===== config.mk =====
export PLATFORM = sky130hd
export DESIGN_NAME = timestamp_text_to_milliseconds_flat
export DESIGN_NICKNAME = d
export VERILOG_FILES = /design/src/rtl/core/tsms_pkg.sv /design/src/rtl/core/tsms_if.sv /design/src/rtl/core/tsms_front.sv /design/src/rtl/core/tsms_queue.sv /design/src/rtl/core/tsms_back.sv /design/src/rtl/core/timestamp_text_to_milliseconds.sv /design/src/flat_wrapper.sv
export VERILOG_INCLUDE_DIRS = /design/src /design/src/rtl/core
export SDC_FILE = /design/constraint.sdc
export NUM_CORES = 2
export LEC_CHECK = 0
export ABC_CLOCK_PERIOD_IN_PS = 16100
export BUFFER_PORTS_ARGS = -buffer_cell sky130_fd_sc_hd__clkbuf_2
export CORE_UTILIZATION = 60
export DETAILED_ROUTE_END_ITERATION = 10
export PLACE_DENSITY = 0.74
export SETUP_SLACK_MARGIN = 0.5
export SYNTH_ARGS = -nofsm -noshare
export SYNTH_HDL_FRONTEND = slang
export SYNTH_HIERARCHICAL = 1
export SYNTH_SLANG_ARGS = --single-unit

===== constraint.sdc =====
create_clock -name i_clk -period 16.1 [get_ports i_clk]
set_input_delay 0.805 -clock i_clk [delete_from_list [all_inputs] [get_ports i_clk]]
set_output_delay 0.805 -clock i_clk [all_outputs]
set_load 0.01 [all_outputs]

===== src/rtl/core/timestamp_text_to_milliseconds_defines.svh =====
// Assertion helpers for the timestamp parser RTL, used by tsms_back.
`ifndef TIMESTAMP_TEXT_TO_MILLISECONDS_DEFINES_SVH
`define TIMESTAMP_TEXT_TO_MILLISECONDS_DEFINES_SVH

// The consequent must hold in the same cycle as the antecedent.
`define TSMS_ASSERT_SAME(label, clk, rst_n, ante, cons) \
    label: assert property (@(posedge clk) disable iff (!rst_n) (ante) |-> (cons)) \
        else $error("tsms: same-cycle check failed");

// The consequent must hold in the cycle after the antecedent.
`define TSMS_ASSERT_NEXT(label, clk, rst_n, ante, cons) \
    label: assert property (@(posedge clk) disable iff (!rst_n) (ante) |=> (cons)) \
        else $error("tsms: next-cycle check failed");

`endif


===== src/rtl/core/tsms_pkg.sv =====
`default_nettype none

package tsms_pkg;

    // Parser phase codes.
    localparam logic [3:0] PH_LEAD  = 4'd0;
    localparam logic [3:0] PH_HH1   = 4'd1;
    localparam logic [3:0] PH_MM1   = 4'd2;
    localparam logic [3:0] PH_SS1   = 4'd3;
    localparam logic [3:0] PH_MS1   = 4'd4;
    localparam logic [3:0] PH_TRAIL = 4'd5;
    localparam logic [3:0] PH_GAP   = 4'd6;
    localparam logic [3:0] PH_HH2   = 4'd7;
    localparam logic [3:0] PH_MM2   = 4'd8;
    localparam logic [3:0] PH_SS2   = 4'd9;
    localparam logic [3:0] PH_MS2   = 4'd10;

    // Character codes.
    localparam logic [7:0] CH_TAB   = 8'd9;
    localparam logic [7:0] CH_CR    = 8'd13;
    localparam logic [7:0] CH_SPACE = 8'd32;
    localparam logic [7:0] CH_DOT   = 8'd46;
    localparam logic [7:0] CH_ZERO  = 8'd48;
    localparam logic [7:0] CH_NINE  = 8'd57;
    localparam logic [7:0] CH_COLON = 8'd58;

    // Time constants.
    localparam int SEC_PER_MIN  = 60;
    localparam int MIN_PER_HOUR = 60;
    localparam int HOUR_PER_DAY = 24;
    localparam int MS_PER_SEC   = 1000;
    localparam int SEC_PER_HOUR = SEC_PER_MIN * MIN_PER_HOUR;
    localparam int MS_PER_DAY   = SEC_PER_HOUR * HOUR_PER_DAY * MS_PER_SEC;

    localparam int FIELD_W = 16;
    localparam int ACC_W   = 17;
    localparam int TOTAL_W = 43;

    // Accumulator saturation value, one above the largest legal field.
    localparam logic [ACC_W-1:0] ACC_SAT = 17'd65536;

    // Depth of the queue between parser and arithmetic.
    localparam int QDEPTH = 2;
    localparam int QPTR_W = $clog2(QDEPTH);
    localparam int QCNT_W = $clog2(QDEPTH + 1);

    // One parsed timestamp handed from the parser to the arithmetic.
    typedef struct packed {
        logic               ok;
        logic               two_tokens;
        logic [FIELD_W-1:0] day;
        logic [FIELD_W-1:0] hour;
        logic [FIELD_W-1:0] minute;
        logic [FIELD_W-1:0] second;
        logic [FIELD_W-1:0] ms;
    } t_job;

endpackage

`default_nettype wire


===== src/rtl/core/tsms_if.sv =====
`default_nettype none

// Character request channel.
interface tsms_in_if;
    logic       valid;
    logic       ready;
    logic [7:0] text_char;
    logic       is_last;

    modport source (output valid, output text_char, output is_last, input ready);
    modport sink   (input valid, input text_char, input is_last, output ready);
endinterface

// Result request channel.
interface tsms_out_if;
    logic        valid;
    logic        ready;
    logic        parse_ok;
    logic [42:0] total_ms;

    modport source (output valid, output parse_ok, output total_ms, input ready);
    modport sink   (input valid, input parse_ok, input total_ms, output ready);
endinterface

`default_nettype wire


===== src/rtl/core/tsms_front.sv =====
`default_nettype none

module tsms_front (
    input  wire                 i_clk,
    input  wire                 i_rst_n,
    input  wire                 i_char_valid,
    output logic                o_char_ready,
    input  wire  [7:0]          i_text_char,
    input  wire                 i_is_last,
    output logic                o_job_valid,
    input  wire                 i_job_ready,
    output tsms_pkg::t_job      o_job
);
    import tsms_pkg::*;

    logic [3:0]         r_phase, n_phase;
    logic [ACC_W-1:0]   r_acc, n_acc;
    logic [FIELD_W-1:0] r_day, n_day;
    logic [FIELD_W-1:0] r_hour, n_hour;
    logic [FIELD_W-1:0] r_min, n_min;
    logic [FIELD_W-1:0] r_sec, n_sec;
    logic [1:0]         r_cnt, n_cnt;
    logic               r_frac_bad, n_frac_bad;
    logic               r_failed, n_failed;

    logic       accept;
    logic       is_ws, is_digit, field_ok, skip;
    logic [3:0] ph;
    logic [7:0] sep;
    logic [3:0] to;
    t_job       job;

    function automatic logic [ACC_W-1:0] add_digit(input logic [ACC_W-1:0] acc,
                                                   input logic [7:0] c);
        logic [ACC_W+2:0] v;
        v = ({3'b000, acc} << 3) + ({3'b000, acc} << 1) + {16'd0, c[3:0]};
        return (v > {3'b000, ACC_SAT}) ? ACC_SAT : v[ACC_W-1:0];
    endfunction

    assign accept       = i_char_valid && o_char_ready;
    assign o_char_ready = i_job_ready;

    assign is_ws    = (i_text_char == CH_SPACE) ||
                      (i_text_char >= CH_TAB && i_text_char <= CH_CR);
    assign is_digit = (i_text_char >= CH_ZERO) && (i_text_char <= CH_NINE);
    assign field_ok = (r_cnt != 2'd0) && !r_acc[ACC_W-1];

    // One character of the parse.
    always_comb begin
        n_phase    = r_phase;
        n_acc      = r_acc;
        n_day      = r_day;
        n_hour     = r_hour;
        n_min      = r_min;
        n_sec      = r_sec;
        n_cnt      = r_cnt;
        n_frac_bad = r_frac_bad;
        n_failed   = r_failed;
        skip       = 1'b0;
        ph         = r_phase;
        sep        = CH_COLON;
        to         = PH_MM1;

        if ((ph == PH_LEAD) || (ph == PH_GAP)) begin
            if (is_ws) begin
                skip = 1'b1;
            end else begin
                ph = (ph == PH_LEAD) ? PH_HH1 : PH_HH2;
            end
        end

        unique case (ph) inside
            PH_HH1:  to = PH_MM1;
            PH_HH2:  to = PH_MM2;
            PH_MM1:  to = PH_SS1;
            PH_MM2:  to = PH_SS2;
            PH_SS1:  to = PH_MS1;
            PH_SS2:  to = PH_MS2;
            default: to = ph;
        endcase
        if ((ph == PH_SS1) || (ph == PH_SS2)) begin
            sep = CH_DOT;
        end

        if (!r_failed && !skip) begin
            n_phase = ph;
            unique case (ph) inside
                PH_HH1, PH_HH2, PH_MM1, PH_MM2, PH_SS1, PH_SS2: begin
                    if ((ph == PH_HH1) && is_ws) begin
                        // A first token ended by a space is the day count.
                        if ((i_text_char == CH_SPACE) && field_ok) begin
                            n_day   = r_acc[FIELD_W-1:0];
                            n_acc   = '0;
                            n_cnt   = 2'd0;
                            n_phase = PH_GAP;
                        end else begin
                            n_failed = 1'b1;
                        end
                    end else if (is_digit) begin
                        n_acc = add_digit(r_acc, i_text_char);
                        n_cnt = (r_cnt == 2'd3) ? r_cnt : r_cnt + 2'd1;
                    end else if ((i_text_char == sep) && field_ok) begin
                        if ((ph == PH_HH1) || (ph == PH_HH2)) begin
                            n_hour = r_acc[FIELD_W-1:0];
                        end else if ((ph == PH_MM1) || (ph == PH_MM2)) begin
                            n_min = r_acc[FIELD_W-1:0];
                        end else begin
                            n_sec = r_acc[FIELD_W-1:0];
                        end
                        n_acc   = '0;
                        n_cnt   = 2'd0;
                        n_phase = to;
                    end else begin
                        n_failed = 1'b1;
                    end
                end
                PH_MS1, PH_MS2: begin
                    if (is_digit) begin
                        n_acc = add_digit(r_acc, i_text_char);
                        n_cnt = (r_cnt == 2'd3) ? r_cnt : r_cnt + 2'd1;
                    end else begin
                        n_frac_bad = 1'b1;
                        if ((ph == PH_MS1) && is_ws) begin
                            n_phase = PH_TRAIL;
                        end
                    end
                end
                PH_TRAIL: begin
                    if (!is_ws) begin
                        n_failed = 1'b1;
                    end
                end
                default: n_failed = 1'b1;
            endcase
        end
    end

    // End of text: decide success and scale the millisecond part.
    always_comb begin
        job            = '0;
        job.day        = n_day;
        job.hour       = n_hour;
        job.minute     = n_min;
        job.second     = n_sec;
        job.two_tokens = (n_phase >= PH_HH2);
        unique case (n_phase) inside
            PH_SS1, PH_SS2: begin
                job.ok     = !n_failed && (n_cnt != 2'd0) && !n_acc[ACC_W-1];
                job.second = n_acc[FIELD_W-1:0];
            end
            PH_MS1, PH_MS2, PH_TRAIL: begin
                job.ok = !n_failed;
                if (!n_frac_bad && (n_cnt != 2'd0) && !n_acc[ACC_W-1]) begin
                    if (n_cnt == 2'd1) begin
                        job.ms = {6'd0, {6'd0, n_acc[3:0]} * 10'd100};
                    end else if (n_cnt == 2'd2) begin
                        job.ms = {6'd0, {3'd0, n_acc[6:0]} * 10'd10};
                    end else begin
                        job.ms = n_acc[FIELD_W-1:0];
                    end
                end
            end
            default: job.ok = 1'b0;
        endcase
    end

    assign o_job_valid = accept && i_is_last;
    assign o_job       = job;

    always_ff @(posedge i_clk) begin
        if (!i_rst_n || (accept && i_is_last)) begin
            r_phase    <= PH_LEAD;
            r_acc      <= '0;
            r_day      <= '0;
            r_hour     <= '0;
            r_min      <= '0;
            r_sec      <= '0;
            r_cnt      <= 2'd0;
            r_frac_bad <= 1'b0;
            r_failed   <= 1'b0;
        end else if (accept) begin
            r_phase    <= n_phase;
            r_acc      <= n_acc;
            r_day      <= n_day;
            r_hour     <= n_hour;
            r_min      <= n_min;
            r_sec      <= n_sec;
            r_cnt      <= n_cnt;
            r_frac_bad <= n_frac_bad;
            r_failed   <= n_failed;
        end
    end

endmodule

`default_nettype wire


===== src/rtl/core/tsms_queue.sv =====
`default_nettype none

module tsms_queue (
    input  wire                 i_clk,
    input  wire                 i_rst_n,
    input  wire                 i_push_valid,
    output logic                o_push_ready,
    input  tsms_pkg::t_job      i_push_data,
    output logic                o_pop_valid,
    input  wire                 i_pop_ready,
    output tsms_pkg::t_job      o_pop_data
);
    import tsms_pkg::*;

    t_job              r_mem [QDEPTH];
    logic [QPTR_W-1:0] r_wr, r_rd;
    logic [QCNT_W-1:0] r_cnt;
    logic              push, pop;

    assign o_push_ready = (r_cnt != QCNT_W'(QDEPTH));
    assign o_pop_valid  = (r_cnt != '0);
    assign o_pop_data   = r_mem[r_rd];
    assign push         = i_push_valid && o_push_ready;
    assign pop          = o_pop_valid && i_pop_ready;

    always_ff @(posedge i_clk) begin
        if (push) begin
            r_mem[r_wr] <= i_push_data;
        end
    end

    always_ff @(posedge i_clk) begin
        if (!i_rst_n) begin
            r_wr  <= '0;
            r_rd  <= '0;
            r_cnt <= '0;
        end else begin
            if (push) begin
                r_wr <= (r_wr == QPTR_W'(QDEPTH - 1)) ? '0 : r_wr + 1'b1;
            end
            if (pop) begin
                r_rd <= (r_rd == QPTR_W'(QDEPTH - 1)) ? '0 : r_rd + 1'b1;
            end
            if (push && !pop) begin
                r_cnt <= r_cnt + 1'b1;
            end else if (pop && !push) begin
                r_cnt <= r_cnt - 1'b1;
            end
        end
    end

endmodule

`default_nettype wire


===== src/rtl/core/tsms_back.sv =====
`default_nettype none
`include "timestamp_text_to_milliseconds_defines.svh"

module tsms_back (
    input  wire                 i_clk,
    input  wire                 i_rst_n,
    input  wire                 i_cfg_we,
    input  wire                 i_cfg_wdata,
    input  wire                 i_job_valid,
    output logic                o_job_ready,
    input  tsms_pkg::t_job      i_job,
    output logic                o_res_valid,
    input  wire                 i_res_ready,
    output logic                o_parse_ok,
    output logic [42:0]         o_total_ms
);
    import tsms_pkg::*;

    logic r_limit;
    logic r_v1, r_v2, r_v3, r_v4, r_v5;
    logic en;

    logic [27:0]        r1_h, r2_secs;
    logic [21:0]        r1_m;
    logic [TOTAL_W-1:0] r1_dayms, r2_dayms, r3_dayms;
    logic [FIELD_W-1:0] r1_s, r1_ms, r2_ms, r3_ms;
    logic               r1_ok, r2_ok, r3_ok, r4_ok, r5_ok;
    logic [37:0]        r3_secms;
    logic [TOTAL_W-1:0] r4_t, r5_total;
    logic               n_ok;

    // The whole pipeline moves when the output register is free or drained.
    assign en          = !r_v5 || i_res_ready;
    assign o_job_ready = en;
    assign o_res_valid = r_v5;
    assign o_parse_ok  = r5_ok;
    assign o_total_ms  = r5_total;

    assign n_ok = r4_ok && !(r_limit && (r4_t[TOTAL_W-1:32] != '0));

    always_ff @(posedge i_clk) begin
        if (!i_rst_n) begin
            r_limit <= 1'b0;
            r_v1    <= 1'b0;
            r_v2    <= 1'b0;
            r_v3    <= 1'b0;
            r_v4    <= 1'b0;
            r_v5    <= 1'b0;
        end else begin
            if (i_cfg_we) begin
                r_limit <= i_cfg_wdata;
            end
            if (en) begin
                r_v1 <= i_job_valid;
                r_v2 <= r_v1;
                r_v3 <= r_v2;
                r_v4 <= r_v3;
                r_v5 <= r_v4;
            end
        end
    end

    always_ff @(posedge i_clk) begin
        if (en) begin
            // Products of the hour, minute and day fields.
            r1_h     <= {12'd0, i_job.hour} * 28'(SEC_PER_HOUR);
            r1_m     <= {6'd0, i_job.minute} * 22'(SEC_PER_MIN);
            r1_dayms <= i_job.two_tokens ?
                        {27'd0, i_job.day} * TOTAL_W'(MS_PER_DAY) : '0;
            r1_s     <= i_job.second;
            r1_ms    <= i_job.ms;
            r1_ok    <= i_job.ok;
            // Seconds of the day part.
            r2_secs  <= r1_h + {6'd0, r1_m} + {12'd0, r1_s};
            r2_dayms <= r1_dayms;
            r2_ms    <= r1_ms;
            r2_ok    <= r1_ok;
            // Seconds to milliseconds.
            r3_secms <= {10'd0, r2_secs} * 38'(MS_PER_SEC);
            r3_dayms <= r2_dayms;
            r3_ms    <= r2_ms;
            r3_ok    <= r2_ok;
            // Total.
            r4_t     <= {5'd0, r3_secms} + {27'd0, r3_ms} + r3_dayms;
            r4_ok    <= r3_ok;
            // Limit check and result register.
            r5_ok    <= n_ok;
            r5_total <= n_ok ? r4_t : '0;
        end
    end

    `TSMS_ASSERT_SAME(a_fail_is_zero, i_clk, i_rst_n, r_v5 && !r5_ok, r5_total == '0)
    `TSMS_ASSERT_SAME(a_limit_kept, i_clk, i_rst_n, r_v5 && r5_ok && r_limit, r5_total[42:32] == '0)
    `TSMS_ASSERT_NEXT(a_stall_keeps_stage, i_clk, i_rst_n, r_v4 && !en, r_v4 && r_v5)

endmodule

`default_nettype wire


===== src/rtl/core/timestamp_text_to_milliseconds.sv =====
`default_nettype none
// Timestamp text parser. Characters of a text of the form [DD ]HH:MM:SS[.sss]
// arrive one per request on i_in (text_char, is_last). Leading whitespace is
// skipped. For the request that carries is_last, one result request leaves on
// o_out with parse_ok and total_ms (zero when the parse failed); no other
// character produces a result.
// Throughput is one character per cycle while the queue has room. The parser
// front end registers its field state as each character is accepted; a
// finished text goes into a two-entry queue and then through a five-stage
// arithmetic pipeline (field products, seconds sum, scaling to milliseconds,
// total, limit check), and o_out.valid rises when it reaches the last stage.
// When o_out stalls, the arithmetic pipeline holds and the queue fills; the
// parser keeps taking characters until the queue is full, then i_in.ready
// drops until the queue has room again.
// i_cfg_we writes i_cfg_wdata into the 32-bit limit mode bit, which makes any
// total above 4294967295 ms a failure. Write it only while no text is in
// flight. A synchronous active-low i_rst_n clears the parser, the queue, the
// pipeline valid bits and the mode bit; payload registers are not reset.
module timestamp_text_to_milliseconds (
    input  wire         i_clk,
    input  wire         i_rst_n,
    input  wire         i_cfg_we,
    input  wire         i_cfg_wdata,
    tsms_in_if.sink     i_in,
    tsms_out_if.source  o_out
);
    import tsms_pkg::*;

    logic front_valid, front_ready;
    t_job front_job;
    logic back_valid, back_ready;
    t_job back_job;

    // Front end: per-character parse and end-of-text decision.
    tsms_front u_front (
        .i_clk        (i_clk),
        .i_rst_n      (i_rst_n),
        .i_char_valid (i_in.valid),
        .o_char_ready (i_in.ready),
        .i_text_char  (i_in.text_char),
        .i_is_last    (i_in.is_last),
        .o_job_valid  (front_valid),
        .i_job_ready  (front_ready),
        .o_job        (front_job)
    );

    // Decouples the parser from stalls in the arithmetic.
    tsms_queue u_queue (
        .i_clk        (i_clk),
        .i_rst_n      (i_rst_n),
        .i_push_valid (front_valid),
        .o_push_ready (front_ready),
        .i_push_data  (front_job),
        .o_pop_valid  (back_valid),
        .i_pop_ready  (back_ready),
        .o_pop_data   (back_job)
    );

    // Back end: millisecond arithmetic and the output register.
    tsms_back u_back (
        .i_clk        (i_clk),
        .i_rst_n      (i_rst_n),
        .i_cfg_we     (i_cfg_we),
        .i_cfg_wdata  (i_cfg_wdata),
        .i_job_valid  (back_valid),
        .o_job_ready  (back_ready),
        .i_job        (back_job),
        .o_res_valid  (o_out.valid),
        .i_res_ready  (o_out.ready),
        .o_parse_ok   (o_out.parse_ok),
        .o_total_ms   (o_out.total_ms)
    );

endmodule

`default_nettype wire


===== src/flat_wrapper.sv =====
// flat-port wrapper written by rule: the top's interface ports become plain ports
module timestamp_text_to_milliseconds_flat import tsms_pkg::*;
  (i_clk, i_rst_n, i_cfg_we, i_cfg_wdata, i_in_valid, i_in_text_char, i_in_is_last, i_in_ready, o_out_valid, o_out_parse_ok, o_out_total_ms, o_out_ready);
  tsms_in_if i_in_i ();
  tsms_out_if o_out_i ();
  input  wire i_clk;
  input  wire i_rst_n;
  input  wire i_cfg_we;
  input  wire i_cfg_wdata;
  input wire logic [$bits(i_in_i.valid)-1:0] i_in_valid;
  input wire logic [$bits(i_in_i.text_char)-1:0] i_in_text_char;
  input wire logic [$bits(i_in_i.is_last)-1:0] i_in_is_last;
  output wire logic [$bits(i_in_i.ready)-1:0] i_in_ready;
  output wire logic [$bits(o_out_i.valid)-1:0] o_out_valid;
  output wire logic [$bits(o_out_i.parse_ok)-1:0] o_out_parse_ok;
  output wire logic [$bits(o_out_i.total_ms)-1:0] o_out_total_ms;
  input wire logic [$bits(o_out_i.ready)-1:0] o_out_ready;
  assign i_in_i.valid = i_in_valid;
  assign i_in_i.text_char = i_in_text_char;
  assign i_in_i.is_last = i_in_is_last;
  assign i_in_ready = i_in_i.ready;
  assign o_out_valid = o_out_i.valid;
  assign o_out_parse_ok = o_out_i.parse_ok;
  assign o_out_total_ms = o_out_i.total_ms;
  assign o_out_i.ready = o_out_ready;
  timestamp_text_to_milliseconds u_core (.i_clk(i_clk), .i_rst_n(i_rst_n), .i_cfg_we(i_cfg_we), .i_cfg_wdata(i_cfg_wdata), .i_in(i_in_i), .o_out(o_out_i));
endmodule

== After elaboration in Yosys (flattened, before gate mapping) ==
Memory sizes are Yosys's and may differ from the RTL's. A register that Yosys moved wholly into a read port is not among the register bits.
Cells that the tools add are included.

* Register bits after elaboration: 490
* Memory bits (writable): 164
* Bits of input ports: 15
* Output and inout bits: 46
* Memories: 1
* Word-level logic and storage cells: 209

{| class="wikitable"
|+ Memories
! name !! depth !! bits a word !! rd ports !! clocked after Yosys merged registers in !! wr ports !! RTL line !! RTL
|-
| u_core.u_queue.r_mem || 2 || 82 || 1 || 1 || 1 || tsms_queue.sv:15 || <nowiki>t_job r_mem [QDEPTH];</nowiki>
|}

* Add/subtract/negate cells: 11
* Multipliers: 6
* Reduce and logical (&&, ||, !) cells: 48
* Mux-type cells: 79
* Equal/unequal tests: 21
* Magnitude comparators: 6

{| class="wikitable"
|+ Operators by type and width
! cell !! number
|-
| $mux 16 || 29
|-
| $mux 17 || 7
|-
| $add 39x43->43 || 1
|-
| $add 38x16->39 || 1
|-
| $mux 4 || 9
|-
| $mul 28x7->35 const B || 1
|-
| $pmux 17 s2 || 1
|-
| $mul 16x17->33 const B || 1
|-
| $add 28x16->28 || 1
|-
| $add 28x22->28 || 1
|-
| $eq 4x3->1 const B || 6
|-
| $mul 16x8->24 const B || 1
|-
| $pmux 4 s6 || 1
|-
| $add 20x18->20 || 1
|-
| $add 20x4->20 || 1
|-
| $eq 4x4->1 const B || 5
|-
| $gt 20x17->1 const B || 1
|-
| $logic_and 1x1->1 || 20
|-
| $mul 16x4->20 const B || 1
|-
| $mux 2 || 9
|-
| $mux 1 || 17
|-
| $eq 4x2->1 const B || 3
|-
| $logic_not 1->1 || 11
|-
| $reduce_bool 11->1 || 1
|-
| other kinds (28) || 41
|}

== Depth between registers and ports, before layout ==
* Depth after elaboration: 20
* Gate-level depth with buffers: 25
* Gate-level depth less buffers: 23

== By module ==
Netlist, hierarchy kept.

{| class="wikitable"
|+ Modules (own cells, without submodules)
! module !! times used !! cells each !! area each (um^2) !! sequential area each (um^2)
|-
| tsms_back || 1 || 2226 || 27914.3 || 10960.5
|-
| tsms_front || 1 || 916 || 7048.0 || 1781.7
|-
| tsms_queue || 1 || 279 || 6155.9 || 5024.8
|}

== Worst setup path before layout ==
Ideal clock, no wire load.

* Path kind: input -> register
* From: in o_out_ready
* To: reg u_core.u_queue.r_cnt[1]
* Arrival: 13.306 ns
* Setup time: 0.070 ns
* Buffers on the path: 1
* Data required time: 16.030 ns
* Slack: 2.724 ns
* Stages on the path: 6
* Path through: nand2b_1 > clkbuf_1 > o21ai_1 > ha_1 > or3_1 > a21boi_1

* Longest elaborated chain between the ends: 5
* Elaborated cells between the ends (all ways): 7
* Those cells by class: 1 x mux; 6 x reduce/logical

{| class="wikitable"
|+ RTL lines
! what !! RTL line !! RTL
|-
| start: declaration || flat_wrapper.sv:17 || <nowiki>input wire logic [$bits(o_out_i.ready)-1:0] o_out_ready;</nowiki>
|-
| $logic_or 1x1->1 (*) || tsms_back.sv:33 || <nowiki>assign en = !r_v5 || i_res_ready;</nowiki>
|-
| via u_core.back_ready || timestamp_text_to_milliseconds.sv:31 || <nowiki>logic back_valid, back_ready;</nowiki>
|-
| $logic_and 1x1->1 (*) || tsms_queue.sv:24 || <nowiki>assign pop = o_pop_valid && i_pop_ready;</nowiki>
|-
| $logic_not 1->1 || tsms_queue.sv:44 || <nowiki>if (push && !pop) begin</nowiki>
|-
| $logic_and 1x1->1 || tsms_queue.sv:44 ||
|-
| $mux 2 / $reduce_bool 2->1 (equally long branches) || n/a ||
|-
| end signal: assignment || tsms_queue.sv:45 || <nowiki>r_cnt <= r_cnt + 1'b1;</nowiki>
|-
| end signal: assignment || tsms_queue.sv:47 || <nowiki>r_cnt <= r_cnt - 1'b1;</nowiki>
|-
| end: declaration || tsms_queue.sv:17 || <nowiki>logic [QCNT_W-1:0] r_cnt;</nowiki>
|}

Mark *: on every way through the listed nets, which the timed path passes. The rest lies on a longest branch.
A chain may end at the register's enable or synchronous reset.

==> results.md <==
* Status: finished, final reports clean
* Required time of the critical path at 16550 ps
* Worst Skew at 26.7 ps
* Worst r2r path cells at 20
* Syn Area/Cell at approximately 12 µm²
* Summed negative setup slack over all endpoints at 0 ps
* Post-Synthesis Cell Area at 41100 µm²
* Reg clk slew, reported paths at 60 ps
* Count of H-tree levels built during CTS at 3
* CP endpoint kind: register
* Hold Path Cell Cnt at 0
* First-pass GRT wire length at 141 mm
* Hold_sp: u_core/u_back/r1_dayms[37]$_SDFFCE_PN0P_
* Minimum clock period after layout at 6780 ps
* Kind of critical path: reg2reg
* Met1 GRT Util at roughly a third
* Fraction of final layout cells with drive strength greater than 1 at between 10% and 20%
* Area of the core at around 68000 µm²
* Setup WS pre-CTS at ~9000 ps
* Count of flip-flops with a built-in enable after synthesis at 525
* Total number of vias at ~26000
* Slew at the pin with the worst max-slew slack at 1170 ps
* Placed inst area at ~42000 µm²
* Total of cells resized after clock tree synthesis at 0
* Buffer type at the clock tree root: clkbuf_16
* Sequential cell area fraction in the yosys report at 43.2%
* Maximum clock frequency at between 100 and 150 MHz
* Number of buffers inserted by hold repair at cts at 0
* Vias in the first global route at 26500
* Global route hottest layer: met2
* Worst rel slew slack at 21.8%
* DR iter-0 viols at 1891
* Storage cell area at 17800 µm²
* Starting density of the core at 60.9%
* Longest individual stage delay on the worst path at 760 ps
* Design Area, Final at between 40000 and 50000 µm²
* WL/cell at 19.8 µm
* Final Max Slew Viols at 0
* Pin count of the biggest net entering global routing at 184
* Met3 layer usage reported by global route at 3.33%
* Sort of element at the start of the critical path: register
* CTS tree: done
* Number of nets in the final layout at approximately 4200
* Post-synthesis net count at 4124
* Worst reg2reg startpoint: u_core/u_front/r_acc[1]$_SDFFE_PP0P_
* Tot GR Track Use at 25.5%
* Count of nets left with antenna violations after detail routing at 0
* I/O Buffers at 60
* Yosys top cell by area: edfxtp_1
* Critical Path Slowest Stage Cell: dfxtp_1
* Area overhead of the layout relative to synthesis at 8.46%
* Worst EP arrival at between 7000 and 8000 ps
* Synth Warn # at 6
* Aggregate routed wire length at a little under 90 mm
* Count of fill cells added during filler insertion at ~5000
* First drt pass iteration count at 5
* Mean number of vias per cell at 5.86
* Async set-reset flop share out of synthesis at 0%
* Crit-path max FO at 16
* Total gr overflow at 0
* Placer's final routability congestion estimate at between 0.9 and 1
* Share of the cycle needed by the critical path after routing at 42.1%
* Number of rows created at floorplan at 95
* Largest buffer count on any clock path at 3
* Reg-to-reg critical path endpoint: u_core/u_queue/r_mem[1][8]$_DFFE_PP_
* Antenna violations before repair at 0
* Main flop type after synthesis: edfxtp_1
* Die Y-Extent at 264 µm
* X dimension of the die at 264 µm
* Critical Path, Cell by Cell: ha_1 > ha_1 > fa_1 > a21o_1 > a221oi_2 > nor3_1 > nor3_1 > nand4_1 > or4_4 > a211oi_4 > a32oi_1 > inv_1 > ha_1 > ha_1 > fa_1 > a21o_1 > a21oi_1 > xor2_1 > a221o_1 > a21oi_1
* Sink Count at 625
* Worst hold-check slack at between 400 and 500 ps
* Setup repair after global routing missed its margin: false
* Number of max-cap violations at 0
* Final setup violation count at 0
* Later-pin clock latency in the skew report at around 620 ps
* Worst setup slack for register-to-register paths at 9320 ps
* Die area at 69600 µm²
* Number of placed I/O pins at 61
* Yosys top cell area share at 38.3%
* Number of buffers inserted during clock tree synthesis at 68
* Drc violations at 0
* HPWL after DPL at about 65 mm
* Worst min-delay path class: reg2reg
* Post-CTS setup repair buffer count at 0
* Multi-input logic area at ~22000 µm²
* Number of different library cells in the post-synthesis netlist at between 100 and 150
* Min-Delay Endpoint: u_core/u_back/r2_dayms[37]$_DFFE_PP_
* M2 GR Usage at 42.8%
* Dominant cell type by count on the critical path: ha_1
* Syn Inst Count at 3421
* Fin. Hold Viols at 0
* Post-layout worst setup margin at ~9300 ps
* Largest cells by area after synthesis: edfxtp_1, ha_1, fa_1
* Register bit count reported by yosys at approximately 630
worst max-delay path by stage:
stage,start,endpoint,slack (ps)
2_1_floorplan,o_out_ready,u_core/u_queue/r_cnt[1]$_SDFFE_PN0P_,2720
6_report,u_core/u_front/r_acc[1]$_SDFFE_PP0P_,u_core/u_queue/r_mem[1][8]$_DFFE_PP_,9320
3_5_place_dp,i_in_text_char[3],u_core/u_queue/r_mem[0][8]$_DFFE_PP_,9140
5_1_grt,u_core/u_front/r_acc[1]$_SDFFE_PP0P_,u_core/u_queue/r_mem[0][8]$_DFFE_PP_,8950
4_1_cts,register,u_core/u_back/r1_dayms[40]$_SDFFCE_PN0P_,9350
3_3_place_gp,i_in_text_char[3],u_core/u_queue/r_mem[0][8]$_DFFE_PP_,9330
cell usage in the layout (no fill, tap or decap), types with 25 or more instances in the layout:
cell type / instances
edfxtp_1: 525
ha_1: 433
inv_1: 278
fa_1: 255
nor2_1: 209
a21oi_1: 204
nand2_1: 198
mux2_2: 132
xnor2_1: 126
dfxtp_1: 99
a21o_1: 85
and2_1: 85
o21ai_0: 75
nor3_1: 71
clkbuf_16: 70
xor2_1: 62
clkbuf_2: 60
nand3_1: 38
nand4_1: 34
a211oi_1: 33
and3_1: 26
nor2b_1: 25
flip-flops by register name, summed over array words and instances (netlist names), 17 cells and up, named ones only:
name and cells:
u_core/u_back/r3_secms 35, u_core/u_front/r_acc 17, u_core/u_back/r1_h 24, u_core/u_back/r4_t 43, u_core/u_queue/r_mem 164, u_core/u_back/r2_secs 28, u_core/u_back/o_total_ms 43, u_core/u_back/r2_dayms 33
u_core/u_back/r3_dayms 33, u_core/u_back/r1_dayms 33, u_core/u_back/r1_m 20
final cells by class:
type                            instances  area share (%)
Antenna cell                            1         0.00561
Clock buffer                           83            4.10
Clock inverter                         40            1.02
Inverter                              281            2.37
Multi-Input combinational cell       2424            49.1
Sequential cell                       625            39.8
Tap cell                              873            2.45
Timing Repair Buffer                   81            1.05
kinds of logic (layout without fill, tap and decap cells):
kind of cell    Yosys count  in the layout  synth area share, %
flops                   625            625                 43.2
other cells               0              1                    0
mux                     142            142                 3.86
buf+inv                 372            485                 3.56
fa+ha+maj               688            688                 25.6
compound gates          621            621                 10.3
xor+xnor                188            188                 4.00
simple gates            785            785                 9.47
layer usage:
metal  part of all wire [%]  routed length (µm)
met1                     45               38900
met2                     48               42100
met3                    4.3                3740
met4                    2.9                2490
met5                      0                   0
Yosys cell counts (all sizes together) (38+ instances only):
cell / n
xnor2: 126
o21ai: 90
ha: 433
edfxtp: 525
nand2: 199
nand3: 39
a211oi: 38
and2: 87
clkbuf: 63
nor3: 71
a21o: 85
a21oi: 207
fa: 255
inv: 281
xor2: 62
mux2: 132
nor2: 209
dfxtp: 100
per-stage QoR:
stage	cells	util, %
global route	4407	66.0
CTS	4407	66.0
global placement	4284	62.7
floorplan	3421	-
detailed placement	4284	62.7
finish	4408	66.1
critical path, delay by kind of cell, from the launching register on:
family,cells,cell delay [ps]
compound gates,8,2450
xor+xnor,1,90
buf+inv,1,240
simple gates,4,1090
fa+ha+maj,6,2000
flops,1,760
Power is left out: the tool's default activity adds up to more than one toggle a clock period on the data nets, which glitch-free logic cannot reach.
